[src/rtl/core/pmstk_pkg.sv]
package pmstk_pkg;

  // Field widths fixed by the item formats.
  localparam int CMD_W    = 2;
  localparam int SID_W    = 2;
  localparam int VAL_W    = 32;
  localparam int STATUS_W = 2;
  localparam int LEN_W    = 7;
  localparam int BASE_W   = 8;
  localparam int NS_W     = 2;
  localparam int IN_TDATA_W  = 40;
  localparam int OUT_TDATA_W = 40;

  // Defaults for the top-level parameters.
  localparam int DEF_STORE_DEPTH   = 256;
  localparam int DEF_MAX_STACK_LEN = 64;

  // Depth of the queue between the front and the back.
  localparam int Q_DEPTH = 2;

  // Input command codes.
  localparam logic [CMD_W-1:0] CMD_PUSH = 2'd0;
  localparam logic [CMD_W-1:0] CMD_POP  = 2'd1;
  localparam logic [CMD_W-1:0] CMD_SHOW = 2'd2;

  // Result status codes.
  localparam logic [STATUS_W-1:0] ST_OK    = 2'd0;
  localparam logic [STATUS_W-1:0] ST_FULL  = 2'd1;
  localparam logic [STATUS_W-1:0] ST_EMPTY = 2'd2;
  localparam logic [STATUS_W-1:0] ST_BAD   = 2'd3;

  // Configuration register indexes.
  localparam logic [1:0] REG_NUM_STACKS = 2'd0;
  localparam logic [1:0] REG_LEN_FIRST  = 2'd1;
  localparam logic [1:0] REG_LEN_SECOND = 2'd2;
  localparam logic [1:0] REG_LEN_THIRD  = 2'd3;

  // Classified operation kinds handed from front to back.
  typedef enum logic [1:0] {
    OP_PUSH = 2'd0,
    OP_POP  = 2'd1,
    OP_SHOW = 2'd2,
    OP_BAD  = 2'd3
  } op_kind_t;

  // One classified operation: target region already resolved.
  typedef struct packed {
    op_kind_t              kind;
    logic [1:0]            sel;
    logic [BASE_W-1:0]     base;
    logic [LEN_W-1:0]      cap;
    logic [VAL_W-1:0]      value;
  } op_t;

  // Handshake between the queue and the back end.
  typedef struct packed {
    logic pop;
  } q_rd_t;

endpackage

[src/rtl/core/pmstk_queue.sv]
module pmstk_queue
  import pmstk_pkg::*;
(
  input  logic  clk,
  input  logic  rst_n,
  input  logic  push,
  input  op_t   push_op,
  output logic  full,
  input  q_rd_t rd_in,
  output logic  empty,
  output op_t   head_op
);

  localparam int PTR_W = (Q_DEPTH > 1) ? $clog2(Q_DEPTH) : 1;
  localparam int CNT_W = $clog2(Q_DEPTH + 1);

  op_t              entry_r [Q_DEPTH];
  logic [PTR_W-1:0] wr_ptr_r, rd_ptr_r;
  logic [CNT_W-1:0] fill_r;
  logic             do_pop;

  assign full    = (fill_r == CNT_W'(Q_DEPTH));
  assign empty   = (fill_r == '0);
  assign head_op = entry_r[rd_ptr_r];
  assign do_pop  = rd_in.pop && !empty;

  // Entry storage.
  always_ff @(posedge clk) begin
    if (push && !full) begin
      entry_r[wr_ptr_r] <= push_op;
    end
  end

  // Pointers and fill level.
  always_ff @(posedge clk) begin
    if (!rst_n) begin
      wr_ptr_r <= '0;
      rd_ptr_r <= '0;
      fill_r   <= '0;
    end else begin
      if (push && !full) begin
        wr_ptr_r <= (wr_ptr_r == PTR_W'(Q_DEPTH - 1)) ? '0 : wr_ptr_r + 1'b1;
      end
      if (do_pop) begin
        rd_ptr_r <= (rd_ptr_r == PTR_W'(Q_DEPTH - 1)) ? '0 : rd_ptr_r + 1'b1;
      end
      if ((push && !full) && !do_pop) begin
        fill_r <= fill_r + 1'b1;
      end else if (do_pop && !(push && !full)) begin
        fill_r <= fill_r - 1'b1;
      end
    end
  end

endmodule

[config.mk]
export PLATFORM = sky130hd
export DESIGN_NAME = pmstk_queue
export DESIGN_NICKNAME = d
export VERILOG_FILES = /design/src/rtl/core/pmstk_pkg.sv /design/src/rtl/core/pmstk_queue.sv
export SDC_FILE = /design/constraint.sdc
export NUM_CORES = 1
export LEC_CHECK = 0
export ABC_AREA = 0
export BUFFER_PORTS_ARGS = -buffer_cell sky130_fd_sc_hd__buf_2
export CAP_MARGIN = 20
export CELL_PAD_IN_SITES_DETAIL_PLACEMENT = 2
export CELL_PAD_IN_SITES_GLOBAL_PLACEMENT = 2
export CORE_MARGIN = 2
export CORE_UTILIZATION = 40
export DETAILED_ROUTE_END_ITERATION = 12
export GPL_TIMING_DRIVEN = 0
export HOLD_SLACK_MARGIN = 0.02
export PLACE_DENSITY = 0.82
export SETUP_SLACK_MARGIN = 0.05
export SLEW_MARGIN = 15
export SYNTH_ARGS = -nofsm -noshare
export SYNTH_HDL_FRONTEND = slang
export SYNTH_SLANG_ARGS = --single-unit
[constraint.sdc]
create_clock -name clk -period 5.6 [get_ports clk]
set_clock_uncertainty 0.05 [all_clocks]
set_input_delay 0 -clock clk [delete_from_list [all_inputs] [get_ports clk]]
set_output_delay 0 -clock clk [all_outputs]
set_load 0.02 [all_outputs]
==> results <==
- The run finished with clean final reports.
- In the final timing run, aggregate negative setup slack is 0 ps.
- The final critical path takes up 41.5% of the cycle.
- The worst-case IR drop observed on VDD is 209 uV.
- OpenSTA, run right after detailed placement, puts the worst setup slack at 3560 ps.
- The area growth from synthesis to layout is 38.4%.
- In this run the power density over the cells is 418 mW/mm2.
- The number of warnings printed during yosys synthesis is 0.
- After global routing, the most crowded layer is met2.
- The detailed-route wire length per cell is 17.9 um.
- In this run the worst path has a maximum fanout of 13.
- Summing every instance area after synthesis gives 0.00390 mm2.
- The average cell area after synthesis is 21.2 um2.
- The clock passes through at most 2 buffers.
- The die covers 0.0106 mm2.
- The number of rows in the core area is 36.
- STA classifies the critical path endpoint as a flip-flop.
- The first TritonRoute pass finished after 4 iterations.
- The area used by multi-input combinational logic is 712 um2.
- The region available for standard cell placement spans 0.00964 mm2.
- Clock latency on the worst-skew pair, taken at its later pin, is 360 ps.
- Across every metal layer, demand over resource in global routing totals 18.1%.
- The actual slew at the worst max-slew pin is 730 ps.
- The core occupancy in the finished layout is 56.0%.
- The initial antenna violation count was 0.
- After the first detailed-routing iteration, the DRC count stood at 56.
- Entering global routing, the biggest net connects 52 pins.
- The min-delay analysis places its worst path in the category in -> reg.
- Dividing the detail-routed via count by the number of cells gives 4.64.
- Fill cells in the final layout number 900.
- The required time at the worst-slack endpoint is 5850 ps.
- Counting every net in the synthesized netlist gives 240.
- Sequential cells were found to cover 81.1% of the synthesized design area.
- The final worst-path setup slack is 3270 ps.
- The arrival time at the worst endpoint is 2580 ps.
- The largest area contributor in the netlist is sky130_fd_sc_hd__edfxtp_1.
- The max-slew headroom at the worst pin is 51.3%.
- For met2 alone, demand over resource in global routing was 35.4%.
- Buffers placed on the I/O ports in this run total 107.
- The worst setup path is launched from a flip-flop.
- The number of levels in the clock H-tree is 3.
- The cell area after placement is 0.00466 mm2.
- The first global-routing pass estimated 13.7 mm of wire.
- The max-cap check violation count is 0.
- After detailed routing, the number of remaining DRC violations is 0.
- Ranked by total cell area, the synthesized netlist is headed by sky130_fd_sc_hd__edfxtp_1, sky130_fd_sc_hd__mux2_2, sky130_fd_sc_hd__dfxtp_1, sky130_fd_sc_hd__buf_2, sky130_fd_sc_hd__and2_1.
- The number of nets in the layout is 414.
- The total count of hold-check failures in the final report was 0.
- Once the floorplan was initialized, standard cells occupied 40.5% of the core.
- The clock-pin transition on the worst setup and hold timing paths is 100 ps.
- The die is 103 um wide.
- The total congestion overflow after global routing is 0.
- The CTS tree is built.
- The antenna violation net count after detailed routing is 0.
- The vertical die dimension is 103 um.
- The number of pins with negative max-slew slack in the final report was 0.
- Summed over all nets, the half-perimeter wirelength after detailed placement is 5.48 mm.
- The antenna cell count is 0.
- The number of setup violations in the final report is 0.
- The number of clock sinks is 107.
- Subtracting the final worst setup slack from the clock period gives 2330 ps.
- Setup repair after global routing left no endpoint under its margin.
- The top cell types in the final layout, fill and taps aside, are sky130_fd_sc_hd__buf_2, sky130_fd_sc_hd__edfxtp_1, sky130_fd_sc_hd__dlygate4sd3_1.
- Registers take 0.00316 mm2.
- The library cell used most frequently in the layout, excluding fill and tap cells, is sky130_fd_sc_hd__buf_2.
- The leakage power summed over all cells is 2.04 nW.
- Of the cells placed in the final design, the portion with a size suffix greater than 1 is 50.6%.
- The placer's final routability congestion estimate is 0.706.
- Static timing analysis puts the maximum clock frequency at 430 MHz.
- The cell sitting at the root of the clock tree is a sky130_fd_sc_hd__clkbuf_8.
- The met3 routing resource usage after global routing is 3.80%.
- Summed over all layers, the routed wires come to 8.88 mm.
- The number of distinct library cell variants in the gate-level netlist after synthesis is 20.
- The number of synthesized register bits is 107.
- The via count of the first global-routing pass came to 2611.
- The critical path in this run is classified as reg -> reg.
- For this design the top-level I/O count stands at 108.
- The post-route cell area is 0.00540 mm2.
- Summing over every cut layer, the via total after detailed routing is 2297.
- The number of clock buffers added by TritonCTS is 9.
- The cell count after synthesis came out at 184.
- Global routing consumed, on the met1 layer, 18.8% of the routing resources.
- The proportion of netlist area held by the largest area contributor is 78.5%.
## final timing paths
kind | start | endpoint | slack, ps | cells after the start
hold reg to reg | fill_r[1] | fill_r[1] | 540 | 2
setup reg to reg | fill_r[0] | wr_ptr_r | 3270 | 6
hold / removal | push | entry_r[0][6] | 110 | 3
setup / recovery | fill_r[0] | wr_ptr_r | 3270 | 6
## critical path, cell delays in order (launching register included)
cell                            delay (ps)
sky130_fd_sc_hd__dfxtp_1               440
sky130_fd_sc_hd__nand2b_1              210
sky130_fd_sc_hd__inv_2                  80
sky130_fd_sc_hd__nor3_4                520
sky130_fd_sc_hd__buf_8                 250
sky130_fd_sc_hd__o21a_1                150
sky130_fd_sc_hd__dlygate4sd3_1         560
## per-layer routing
layer | routed length [um] | vias up
li1 | - | 1064
met1 | 3180 | 1159
met2 | 5190 | 64
met3 | 391 | 10
met4 | 123 | 0
met5 | 0 | -
## power breakdown
part / leakage, nW / internal (mW) / total, mW / switching [mW]
clock: 0.0996 / 0.251 / 0.498 / 0.247
sequential: 0.994 / 1.00 / 1.04 / 0.0346
combinational: 0.944 / 0.301 / 0.720 / 0.419
## registers in the layout, summed over array words and instances (netlist names), named ones only
register,count
fill_r,2
entry_r,102
rd_ptr_r,1
wr_ptr_r,1
## timing repair
item,in CTS,in global routing
gates resized for setup,0,0
hold buffers,53,0
buffers inserted,0,0
hold endpoints to repair,107,0
## cells in the mapped netlist (all sizes together)
cell type,n
nand2b,1
o21a,1
xor2,1
nor2,2
a21boi,2
edfxtp,102
mux2,51
and3,1
ha,1
dfxtp,5
and2,3
or3,1
buf,6
xnor2,2
inv,2
o21ai,2
nor3,1
## cell families after synthesis
kind of cell	after synthesis	synth area share, %
adders and majority gates	1	0.321
xor gates and xnor gates	3	0.674
DFF	107	81.1
and+or+nand+nor	9	1.41
muxes	51	14.7
AOI/OAI and AO/OA	5	0.834
buffers and inverters	8	0.962
## metrics by stage
step	hold WS [ps]	cells	power, mW
final	114	495	2.26
after floorplan	48.9	184	1.50
after global routing	119	495	2.37
after global placement	139	424	1.71
after CTS	106	495	2.28
after detailed placement	141	427	1.75
## layout make-up
class / instances / area share, %
clock buffer: 11 / 2.43
multi-input combinational: 69 / 13.2
timing repair buffer: 163 / 20.6
buffer: 6 / 0.556
inverter: 2 / 0.139
clock inverter: 4 / 1.41
tap: 133 / 3.08
sequential: 107 / 58.6
Power figures use the tool's default switching activity.
