$ cat src/rtl/core/pmstk_pkg.sv
package pmstk_pkg;

  // Field widths fixed by the item formats.
  localparam int CMD_W    = 2;
  localparam int SID_W    = 2;
  localparam int VAL_W    = 32;
  localparam int STATUS_W = 2;
  localparam int LEN_W    = 7;
  localparam int BASE_W   = 8;
  localparam int NS_W     = 2;
  localparam int IN_TDATA_W  = 40;
  localparam int OUT_TDATA_W = 40;

  // Defaults for the top-level parameters.
  localparam int DEF_STORE_DEPTH   = 256;
  localparam int DEF_MAX_STACK_LEN = 64;

  // Depth of the queue between the front and the back.
  localparam int Q_DEPTH = 2;

  // Input command codes.
  localparam logic [CMD_W-1:0] CMD_PUSH = 2'd0;
  localparam logic [CMD_W-1:0] CMD_POP  = 2'd1;
  localparam logic [CMD_W-1:0] CMD_SHOW = 2'd2;

  // Result status codes.
  localparam logic [STATUS_W-1:0] ST_OK    = 2'd0;
  localparam logic [STATUS_W-1:0] ST_FULL  = 2'd1;
  localparam logic [STATUS_W-1:0] ST_EMPTY = 2'd2;
  localparam logic [STATUS_W-1:0] ST_BAD   = 2'd3;

  // Configuration register indexes.
  localparam logic [1:0] REG_NUM_STACKS = 2'd0;
  localparam logic [1:0] REG_LEN_FIRST  = 2'd1;
  localparam logic [1:0] REG_LEN_SECOND = 2'd2;
  localparam logic [1:0] REG_LEN_THIRD  = 2'd3;

  // Classified operation kinds handed from front to back.
  typedef enum logic [1:0] {
    OP_PUSH = 2'd0,
    OP_POP  = 2'd1,
    OP_SHOW = 2'd2,
    OP_BAD  = 2'd3
  } op_kind_t;

  // One classified operation: target region already resolved.
  typedef struct packed {
    op_kind_t              kind;
    logic [1:0]            sel;
    logic [BASE_W-1:0]     base;
    logic [LEN_W-1:0]      cap;
    logic [VAL_W-1:0]      value;
  } op_t;

  // Handshake between the queue and the back end.
  typedef struct packed {
    logic pop;
  } q_rd_t;

endpackage

$ cat src/rtl/core/pmstk_front.sv
module pmstk_front
  import pmstk_pkg::*;
#(
  parameter int MAX_STACK_LEN = DEF_MAX_STACK_LEN
) (
  input  logic                  clk,
  input  logic                  rst_n,
  input  logic                  cfg_wr_en,
  input  logic [1:0]            cfg_addr,
  input  logic [LEN_W-1:0]      cfg_wdata,
  input  logic                  in_tvalid,
  output logic                  in_tready,
  input  logic [IN_TDATA_W-1:0] in_tdata,
  input  logic                  q_full,
  output logic                  q_push,
  output op_t                   q_op
);

  localparam logic [LEN_W-1:0] MAX_LEN = LEN_W'(MAX_STACK_LEN);

  logic [NS_W-1:0]  num_stacks_r;
  logic [LEN_W-1:0] len_first_r;
  logic [LEN_W-1:0] len_second_r;
  logic [LEN_W-1:0] len_third_r;

  logic [CMD_W-1:0] cmd;
  logic [SID_W-1:0] sid;
  logic [NS_W-1:0]  ns;
  logic [LEN_W-1:0] l1, l2, l3;
  logic             bad;

  // Configuration registers.
  always_ff @(posedge clk) begin
    if (!rst_n) begin
      num_stacks_r <= 2'd3;
      len_first_r  <= 7'd64;
      len_second_r <= 7'd64;
      len_third_r  <= 7'd64;
    end else if (cfg_wr_en) begin
      case (cfg_addr)
        REG_NUM_STACKS: num_stacks_r <= cfg_wdata[NS_W-1:0];
        REG_LEN_FIRST:  len_first_r  <= cfg_wdata;
        REG_LEN_SECOND: len_second_r <= cfg_wdata;
        REG_LEN_THIRD:  len_third_r  <= cfg_wdata;
        default: ;
      endcase
    end
  end

  // Effective stack count and clamped capacities.
  always_comb begin
    ns = (num_stacks_r < 2'd2) ? 2'd2 : num_stacks_r;
    l1 = (len_first_r  > MAX_LEN) ? MAX_LEN : len_first_r;
    l2 = (len_second_r > MAX_LEN) ? MAX_LEN : len_second_r;
    l3 = (len_third_r  > MAX_LEN) ? MAX_LEN : len_third_r;
  end

  assign cmd = in_tdata[1:0];
  assign sid = in_tdata[3:2];
  assign bad = (cmd > CMD_SHOW) || (sid == 2'd0) || (sid > ns);

  // Classify the transaction and resolve its region.
  always_comb begin
    q_op.value = in_tdata[35:4];
    q_op.sel   = sid - 2'd1;
    q_op.kind  = bad ? OP_BAD : op_kind_t'(cmd);
    case (sid)
      2'd1: begin
        q_op.base = '0;
        q_op.cap  = l1;
      end
      2'd2: begin
        q_op.base = {1'b0, l1};
        q_op.cap  = l2;
      end
      default: begin
        q_op.base = {1'b0, l1} + {1'b0, l2};
        q_op.cap  = l3;
      end
    endcase
  end

  assign in_tready = !q_full;
  assign q_push    = in_tvalid && !q_full;

endmodule

$ cat config.mk
export PLATFORM = sky130hd
export DESIGN_NAME = pmstk_front
export DESIGN_NICKNAME = d
export VERILOG_FILES = /design/src/rtl/core/pmstk_pkg.sv /design/src/rtl/core/pmstk_front.sv
export SDC_FILE = /design/constraint.sdc
export NUM_CORES = 1
export LEC_CHECK = 0
export BUFFER_PORTS_ARGS = -buffer_cell sky130_fd_sc_hd__buf_2
export CORE_ASPECT_RATIO = 0.5
export CORE_MARGIN = 5
export CORE_UTILIZATION = 30
export CTS_CLUSTER_DIAMETER = 120
export DETAILED_ROUTE_END_ITERATION = 7
export PLACE_DENSITY = 0.62
export SETUP_SLACK_MARGIN = 0.4
export SYNTH_ARGS = -nofsm -noshare
export SYNTH_HDL_FRONTEND = slang
export SYNTH_SLANG_ARGS = --single-unit
$ cat constraint.sdc
create_clock -name clk -period 4.28 [get_ports clk]
set_input_delay 0.856 -clock clk [delete_from_list [all_inputs] [get_ports clk]]
set_output_delay 0.856 -clock clk [all_outputs]
set_load 0.005 [all_outputs]
==> results.toml, run 1 <==
[run_status]
status = "finished, final reports clean"

[timing]
setup_violations = 0
hold_viol = 0
rsz0062_at_grt = "false"
tns_ns = 0
finalCritPeriodShare = 0.809
finalClockSkew_ns = 0
worst_slack_ns = 0.819
drv_slew = 0
period_needed_ns = 3.46
maxSlewHeadroom = 0.650
worst_pin_slew_ns = 0.523
max_freq_mhz = 289

[global_routing]
overflow = 0
grt_util_met2 = 0.216
grt_pass1_vias = 1457
grt_pass1_wl_um = 6910
grt_max_degree = 24
grt_use_total = 0.111
antenna_found_initial = 0
busiest_layer = "met2"
grt_use_met1 = 0.114
met3_usage = 0.0174

[routing]
avgViaCountPerCell = 4.96
dr_total_vias = 1388
first_pass_iters = 5
postRouteAntennaNets = 0
remaining_drc_errors = 0
drt_iter0_drc = 85
drt_wl_total_um = 4250
wl_per_cell_um = 15.2

[synth]
syn-num-nets = 266
postSynthCellCount = 200
synthTopCellsByArea = "dfxtp_1 26%, mux2i_1 13%, buf_4 13%"
yosysSeqAreaShare = 0.255
yosysWarnings = 0
synth-seq-cells = 23
synth_top_area_share = 0.255
mappedNetlistArea_um2 = 1810
ys_types = 38
synth_area_leader_cell = "dfxtp_1"
syn_area_per_cell_um2 = 9.03

[cts]
clk_pin_slew_ns = 0.06
clockBufferDepth = 2
cts_tree = "built"
h-tree-depth = 1
numCtsBuffers = 3
clk_latency_ns = 0.26
cts-root-buf = "clkbuf_16"
hold_buffers = 0
post_cts_buffers = 0
cts_sinks = 23
cts_resized = 0

[placed_design]
gp_congestion = 0.856
dp_hpwl_um = 3300
port_buffers = 38
placed_area_um2 = 1800
dp_slack_ns = 1.01

[worst_setup_path]
cp_slowest_cell = "dfxtp_1"
critPathLaunchType = "register"
path_max_fanout = 10
critPathKind = "register to output pin"
cp-end-kind = "output pin"
worstPathCellList = "and2b_2 > ha_1 > fa_1 > a211oi_1 > nor2_1 > o22a_2 > nand3_1 > buf_2"
critical_path_required_ns = 3.42
critPathArrivalTime_ns = 2.61
cpPeakStageDelay_ns = 0.56

[power]
peakVddDrop_uv = 127
p_total_mw = 0.505
power-per-cell-area_nw_per_um2 = 268
leakagePower_nw = 1.02

[floorplanning]
die_area_um2 = 7760
die_h_um = 64.9
ios = 107
rows = 20
core_um2 = 5960
start_util = 0.303
die_w_um = 120

[cells_and_area]
fin_nets = 270
fin_area_um2 = 1880
drive_above_1_share = 0.271
layout_commonest_cell = "buf_2"
diodes = 0
fill_cells = 637
post-route-util = 0.316
layout_common_cells = "38 x buf_2, 27 x nor2b_1, 24 x mux2i_1, 23 x dfxtp_1, 11 x ha_1"
area_growth_pct = 4.30

[min_path]
hold_class = "register to register"

[run]
maxCapViolCount = 0
==> report_power, final <==
part / internal, mW / leakage [nW] / switching (mW)
combinational: 0.0345 / 0.787 / 0.0372
clock: 0.126 / 0.0409 / 0.0800
sequential: 0.222 / 0.187 / 0.00609
==> worst max-delay path, delay by kind of cell (launching register included) <==
family / cells / cell delay (ns)
buffers and inverters: 1 / 0.11
flip-flops: 1 / 0.56
adder cells (fa/ha/maj): 2 / 0.65
AO/OA/AOI/OAI: 2 / 0.53
AND/OR/NAND/NOR: 3 / 0.49
==> registers in the layout, indices dropped and copies added (netlist names) <==
signal and flops:
num_stacks_r 2, len_first_r 7, len_second_r 7, len_third_r 7
==> stage by stage <==
| stage | cells | hold slack (ns) |
|---|---|---|
| global route | 280 | 0.503 |
| floorplan | 200 | 0.433 |
| finish | 280 | 0.480 |
| detailed placement | 276 | 0.467 |
| global placement | 276 | 0.443 |
| CTS | 280 | 0.483 |
==> worst paths after layout <==
path,start,end,slack (ns),depth (start not counted)
worst max register to register,len_second_r[6],len_second_r[6],3.41,2
worst min-delay path,num_stacks_r[0],num_stacks_r[0],0.48,2
worst max-delay path,len_first_r[6],q_op[45],0.82,8
worst min register to register,num_stacks_r[0],num_stacks_r[0],0.48,2
==> cells by family (layout without fill, tap and decap cells) <==
| logic type | count (synthesis) | after routing | synth area share |
|---|---|---|---|
| compound gates | 28 | 28 | 0.125 |
| fa+ha+maj | 12 | 12 | 0.0873 |
| simple gates | 63 | 63 | 0.211 |
| flops | 23 | 23 | 0.255 |
| buf+inv | 48 | 51 | 0.179 |
| mux | 24 | 24 | 0.133 |
| xor+xnor | 2 | 2 | 0.00970 |
==> routing by layer <==
metal / vias to the layer above / routed length, µm
li1: 669 / -
met1: 656 / 1640
met2: 45 / 2230
met3: 18 / 246
met4: 0 / 139
met5: - / 0
==> synthesized netlist by cell type, drive strengths merged <==
cell / number
a211oi: 3
a21o: 6
a21oi: 3
a222oi: 5
a22o: 5
a22oi: 1
a311oi: 1
and2: 3
and2b: 4
buf: 36
clkbuf: 2
dfxtp: 23
dlygate4sd1: 1
fa: 1
ha: 11
inv: 9
mux2i: 24
nand2: 7
nand2b: 1
nand3: 4
nand3b: 3
nand4: 2
nor2: 6
nor2b: 28
nor3: 2
nor3b: 1
o211ai: 1
o21ai: 2
o22a: 1
or3: 2
xor2: 2
==> area by class of cell <==
cell class | instances | area, µm² | area share
Multi-Input combinational cell | 129 | 1020 | 0.543
Tap cell | 77 | 96.3 | 0.0512
Clock inverter | 1 | 5.00 | 0.00266
Sequential cell | 23 | 460 | 0.245
Clock buffer | 3 | 75.1 | 0.0399
Inverter | 9 | 33.8 | 0.0179
Timing Repair Buffer | 38 | 190 | 0.101
(Power assumes the default switching activity.)
==> run 2, diff against run 1 <==
ABC_AREA = 1   (was unset)
clock period = 3.5 ns   (was 4.28 ns; I/O delays follow)
==> results.toml, run 2 <==
[synth]
async_flop_share = 0
syn-num-nets = 347
syn_area_per_cell_um2 = 6.54
synth_commonest_cells = "54 x nand2_1, 37 x inv_1, 34 x buf_4"
synth.most_common_cell = "nand2_1"
ys_types = 27
yosysWarnings = 0
synth_area_leader_cell = "dfxtp_1"
synthTopCellsByArea = "dfxtp_1 25%, buf_4 14%, nand2_1 11%"
yosysSeqAreaShare = 0.251
ys.flop_type = "dfxtp_1"
synth-edff-count = 0
synth_top_area_share = 0.251
postSynthCellCount = 281
mappedNetlistArea_um2 = 1840
synth-seq-cells = 23

[timing]
period_needed_ns = 2.88
drv_slew = 0
max_freq_mhz = 347
tns_ns = 0
finalClockSkew_ns = 0
worst_pin_slew_ns = 0.361
worst_slack_ns = 0.618
hold_viol = 0
finalCritPeriodShare = 0.823
setup_violations = 0
rsz0062_at_grt = "false"
maxSlewHeadroom = 0.759

[cells_and_area]
layout_common_cells = "52 x nand2_1, 38 x buf_2, 36 x inv_1, 30 x nor2_1, 21 x a21oi_1"
drive_above_1_share = 0.213
fin_area_um2 = 1960
area_growth_pct = 6.67
finalNonFillerCells = 364
fill_cells = 664
fin_nets = 354
diodes = 0
reg_top3 = "len_first_r x7, len_second_r x7, len_third_r x7"
layout_commonest_cell = "nand2_1"

[cts]
clk_latency_ns = 0.26
cts_sinks = 23
h-tree-depth = 1
cts_tree = "built"
numCtsBuffers = 3
clockBufferDepth = 2
clk_pin_slew_ns = 0.06
hold_buffers = 0
cts-root-buf = "clkbuf_16"

[placed_design]
gp_congestion = 0.816
dp_slack_ns = 0.672
dp_hpwl_um = 3450
placed_area_um2 = 1860
dp.cells = 359
port_buffers = 38

[worst_setup_path]
cpPeakStageDelay_ns = 0.36
critical_path_required_ns = 2.80
cp_slowest_cell = "fa_2"
critPathArrivalTime_ns = 2.18
r2r_start = "len_second_r[6]"
r2r_cells = 3
r2r-end = "len_second_r[6]"
critPathKind = "register to output pin"
path_max_fanout = 3
worstPathCellList = "nor2_1 > nand3_2 > nand2_2 > nand2_1 > inv_1 > ha_2 > fa_2 > nand2_1 > nand2_1 > nand3_1 > nand2_1 > nand2_1 > nand3_1 > nand2_1 > buf_2"
crit_path_end = "q_op[45]"
startpoint = "len_first_r[2]"
reg2reg_setup_slack_ns = 2.71
cp-end-kind = "output pin"
critPathLaunchType = "register"
worst_path_most_repeated_cell = "nand2_1"

[global_routing]
overflow = 0
antenna_found_initial = 0
grt_use_total = 0.112
grt_pass1_vias = 1575
grt_max_degree = 24
grt_pass1_wl_um = 7180

[floorplanning]
die_area_um2 = 7890
core_um2 = 6010
start_util = 0.306
rows = 20
die_w_um = 121
ios = 107
die_h_um = 65.4

[power]
power_switching_share = 0.277
power_frac_comb = 0.211
leakagePower_nw = 1.01
power_switching_mw = 0.186
pwr-share-clk = 0.365
internal_power_mw = 0.485
pwr-share-seq = 0.424
power-per-cell-area_nw_per_um2 = 342
peakVddDrop_uv = 149

[routing]
drt_iter0_drc = 95
remaining_drc_errors = 0
postRouteAntennaNets = 0
first_pass_iters = 4
wl_per_cell_um = 11.8
dr_total_vias = 1682
drt_wl_total_um = 4280
avgViaCountPerCell = 4.62

[run]
maxCapViolCount = 0

[min_path]
hold_class = "register to register"

[run_status]
status = "finished, final reports clean"
run 2: cell count changes after synthesis, sizes merged, moves of 6 or more:
cell   delta
a21o      -6
a21oi    +19
inv      +30
nor2b    -28
nor2     +24
nand2    +47
mux2i    -24
nand3    +19
o21ai    +22
run 2: layout make-up:
class / count / area (µm²) / area share
inverters: 39 / 146 / 0.0747
multi-input cells: 180 / 962 / 0.491
flip-flops and latches: 23 / 464 / 0.237
repair buffers: 41 / 213 / 0.108
well taps: 77 / 96.3 / 0.0491
clock buffers: 4 / 78.8 / 0.0402
run 2: critical path, delay by kind of cell (launching register included):
| kind | cells | cell delay, ns |
|---|---|---|
| adder cells (fa/ha/maj) | 2 | 0.56 |
| buffers and inverters | 2 | 0.15 |
| flip-flops | 1 | 0.34 |
| AND/OR/NAND/NOR | 11 | 0.86 |
run 2: power groups by stage:
stage                     Sequential, mW  Combinational [mW]  Clock (mW)
final                              0.284               0.141       0.245
after global routing               0.286               0.162       0.262
after CTS                          0.284               0.139       0.251
after detailed placement           0.290               0.138           0
after global placement             0.289               0.137           0
after floorplan                    0.288               0.119           0
run 2: cell families (layout without fill, tap and decap cells):
logic type / Yosys count / in the layout / share of synthesized area
AO/OA/AOI/OAI: 51 / 51 / 0.152
adder cells (fa/ha/maj): 12 / 12 / 0.0858
AND/OR/NAND/NOR: 117 / 117 / 0.277
flip-flops: 23 / 23 / 0.251
buffers and inverters: 78 / 84 / 0.234
run 2: how the worst min path moves through the flow:
stage	startpoint	to	cells past startpoint
4_1_cts	num_stacks_r[0]	num_stacks_r[0]	2
5_1_grt	num_stacks_r[1]	num_stacks_r[1]	2
6_report	num_stacks_r[0]	num_stacks_r[0]	2
3_5_place_dp	num_stacks_r[0]	num_stacks_r[0]	2
3_3_place_gp	num_stacks_r[1]	num_stacks_r[1]	2
2_1_floorplan	num_stacks_r[1]	num_stacks_r[1]	2
run 2: per-layer routing:
layer	global-route usage	vias up	wire (µm)	part of all wire
li1	-	883	-	-
met1	0.132	740	1980	0.46
met2	0.197	39	1960	0.46
met3	0.0138	20	201	0.047
met4	0.0706	0	140	0.033
met5	0	-	0	0
run 2: repair_timing:
item                       CTS  global route
setup buffers                0             1
setup endpoints to repair    1             2
resized for setup            1             8
cloned                       0             0
pin swaps                    0             1
run 2: per-stage QoR:
step / utilization / hold slack [ns] / power, mW
CTS: 0.322 / 0.462 / 0.673
finish: 0.326 / 0.456 / 0.670
detailed placement: 0.309 / 0.448 / 0.428
floorplan: - / 0.429 / 0.407
global route: 0.326 / 0.481 / 0.709
global placement: 0.309 / 0.446 / 0.427
==> run 3, diff against run 2 <==
ABC_AREA = 0   (was 1)
clock period = 2.8 ns   (was 3.5 ns; I/O delays follow)
==> results.toml, run 3 (synthesized netlist as in run 1, its figures left out) <==
[routing]
wl_per_cell_um = 15.9
drt_iter0_drc = 118
postRouteAntennaNets = 0
avgViaCountPerCell = 5.03
first_pass_iters = 4
remaining_drc_errors = 0
dr_total_vias = 1478
drt_wl_total_um = 4660

[power]
internal_power_mw = 0.600
power_switching_mw = 0.187
power_frac_comb = 0.172
pwr-share-seq = 0.439
power_switching_share = 0.237
power-per-cell-area_nw_per_um2 = 372
leakagePower_nw = 1.08
p_total_mw = 0.788
peakVddDrop_uv = 206
pwr-share-clk = 0.388

[global_routing]
antenna_found_initial = 0
grt_pass1_wl_um = 7460
grt_max_degree = 24
overflow = 0
grt_pass1_vias = 1581
grt_use_total = 0.120

[run_status]
status = "finished, final reports clean"

[worst_setup_path]
worstSetupPathDepth = 8
startpoint = "len_first_r[6]"
cpLargestDelayFamily = "compound AO/OA/AOI/OAI gates"
worstPathCellList = "buf_6 > and2b_2 > fa_2 > a21o_1 > a211oi_2 > nor3_1 > a21o_2 > buf_2"
path_max_fanout = 7
crit_path_end = "q_op[43]"
cp_slowest_cell = "fa_2"
critPathArrivalTime_ns = 2.14
r2r_cells = 3
r2r_start = "len_second_r[6]"
critPathKind = "register to output pin"
cpPeakStageDelay_ns = 0.40
crit_buf_inv = 2
critical_path_required_ns = 2.24
cp-end-kind = "output pin"
critPathLaunchType = "register"
reg2reg_setup_slack_ns = 1.94
r2r-end = "len_second_r[6]"

[run]
maxCapViolCount = 0

[cts]
cts_sinks = 23
clockBufferDepth = 2
clk_pin_slew_ns = 0.06
cts_tree = "built"
clk_latency_ns = 0.26
h-tree-depth = 1
numCtsBuffers = 3
cts-root-buf = "clkbuf_16"
hold_buffers = 0

[cells_and_area]
drive_above_1_share = 0.401
diodes = 0
layout_commonest_cell = "buf_2"
fill_cells = 588
fin_nets = 284
area_growth_pct = 17.3
reg_top3 = "len_first_r x7, len_second_r x7, len_third_r x7"
layout_common_cells = "35 x buf_2, 24 x nor2b_1, 24 x mux2i_1, 22 x dfxtp_1, 13 x buf_4"

[floorplanning]
rows = 20
ios = 107
die_w_um = 120
core_um2 = 5960
start_util = 0.303
die_area_um2 = 7760
die_h_um = 64.9

[timing]
finalCritPeriodShare = 0.965
hold_viol = 0
tns_ns = 0
max_freq_mhz = 370
drv_slew = 0
maxSlewHeadroom = 0.647
period_needed_ns = 2.70
finalClockSkew_ns = 0
rsz0062_at_grt = "true"
setup_violations = 0
worst_pin_slew_ns = 0.528

[placed_design]
gp_congestion = 0.800
dp_hpwl_um = 3410
port_buffers = 38

[min_path]
hold_class = "register to register"
-- run 3: cell types whose count changed in the layout (fill, tap and decap cells not counted), sizes merged, moves of 11 or more --
cell   delta
a21oi    -19
inv      -30
mux2i    +24
buf      +11
nor2b    +28
nand3    -19
o21ai    -22
nand2    -47
nor2     -24
-- run 3: power by group through the flow --
stage | sequential (mW) | combinational [mW] | clock [mW]
global route | 0.347 | 0.150 | 0.322
floorplan | 0.352 | 0.110 | 0
CTS | 0.346 | 0.127 | 0.311
detailed placement | 0.353 | 0.116 | 0
global placement | 0.352 | 0.112 | 0
finish | 0.346 | 0.136 | 0.306
-- run 3: area by class of cell --
class                           instances  area, µm²  share of cell area
Clock inverter                          1       5.00             0.00236
Timing Repair Buffer                   52        318               0.150
Tap cell                               77       96.3              0.0455
Multi-Input combinational cell        129       1120               0.530
Sequential cell                        23        462               0.218
Clock buffer                            3       75.1              0.0355
Inverter                                9       38.8              0.0183
-- run 3: worst min-delay path: cells and delay by family, from the launching register on --
| kind | cells | cell delay [ns] |
|---|---|---|
| and+or+nand+nor | 1 | 0.06 |
| DFF | 1 | 0.32 |
| muxes | 1 | 0.06 |
-- run 3: stage by stage --
step,hold WS (ns),cells,setup WS (ns),cell area [µm²],util
global placement,0.443,279,0.214,1830,0.307
detailed placement,0.454,279,0.221,1830,0.307
finish,0.463,294,0.0969,2120,0.355
global route,0.501,294,0.0381,2120,0.355
CTS,0.469,292,0.106,2070,0.348
floorplan,0.433,200,0.395,1810,-
-- run 3: how the worst min path moves through the flow --
stage	from	to	slack, ns	depth (start not counted)
after floorplan	num_stacks_r[1]	num_stacks_r[1]	0.43	2
after global routing	num_stacks_r[0]	num_stacks_r[0]	0.50	2
after detailed placement	num_stacks_r[0]	num_stacks_r[0]	0.45	2
after CTS	num_stacks_r[0]	num_stacks_r[0]	0.47	2
final	num_stacks_r[0]	num_stacks_r[0]	0.46	2
after global placement	num_stacks_r[1]	num_stacks_r[1]	0.44	2
-- run 3: per-layer routing --
layer  global-route usage  share of wire  wire length [µm]
met2                0.231           0.52              2430
met5                    0              0                 0
met3               0.0253          0.072               336
met4               0.0770          0.028               129
met1                0.118           0.38              1770
-- run 3: repair_timing --
item | in CTS | in global routing
gates resized for setup | 18 | 8
setup endpoints to repair | 13 | 13
cloned | 0 | 0
setup buffers | 9 | 2
pin swaps | 15 | 5
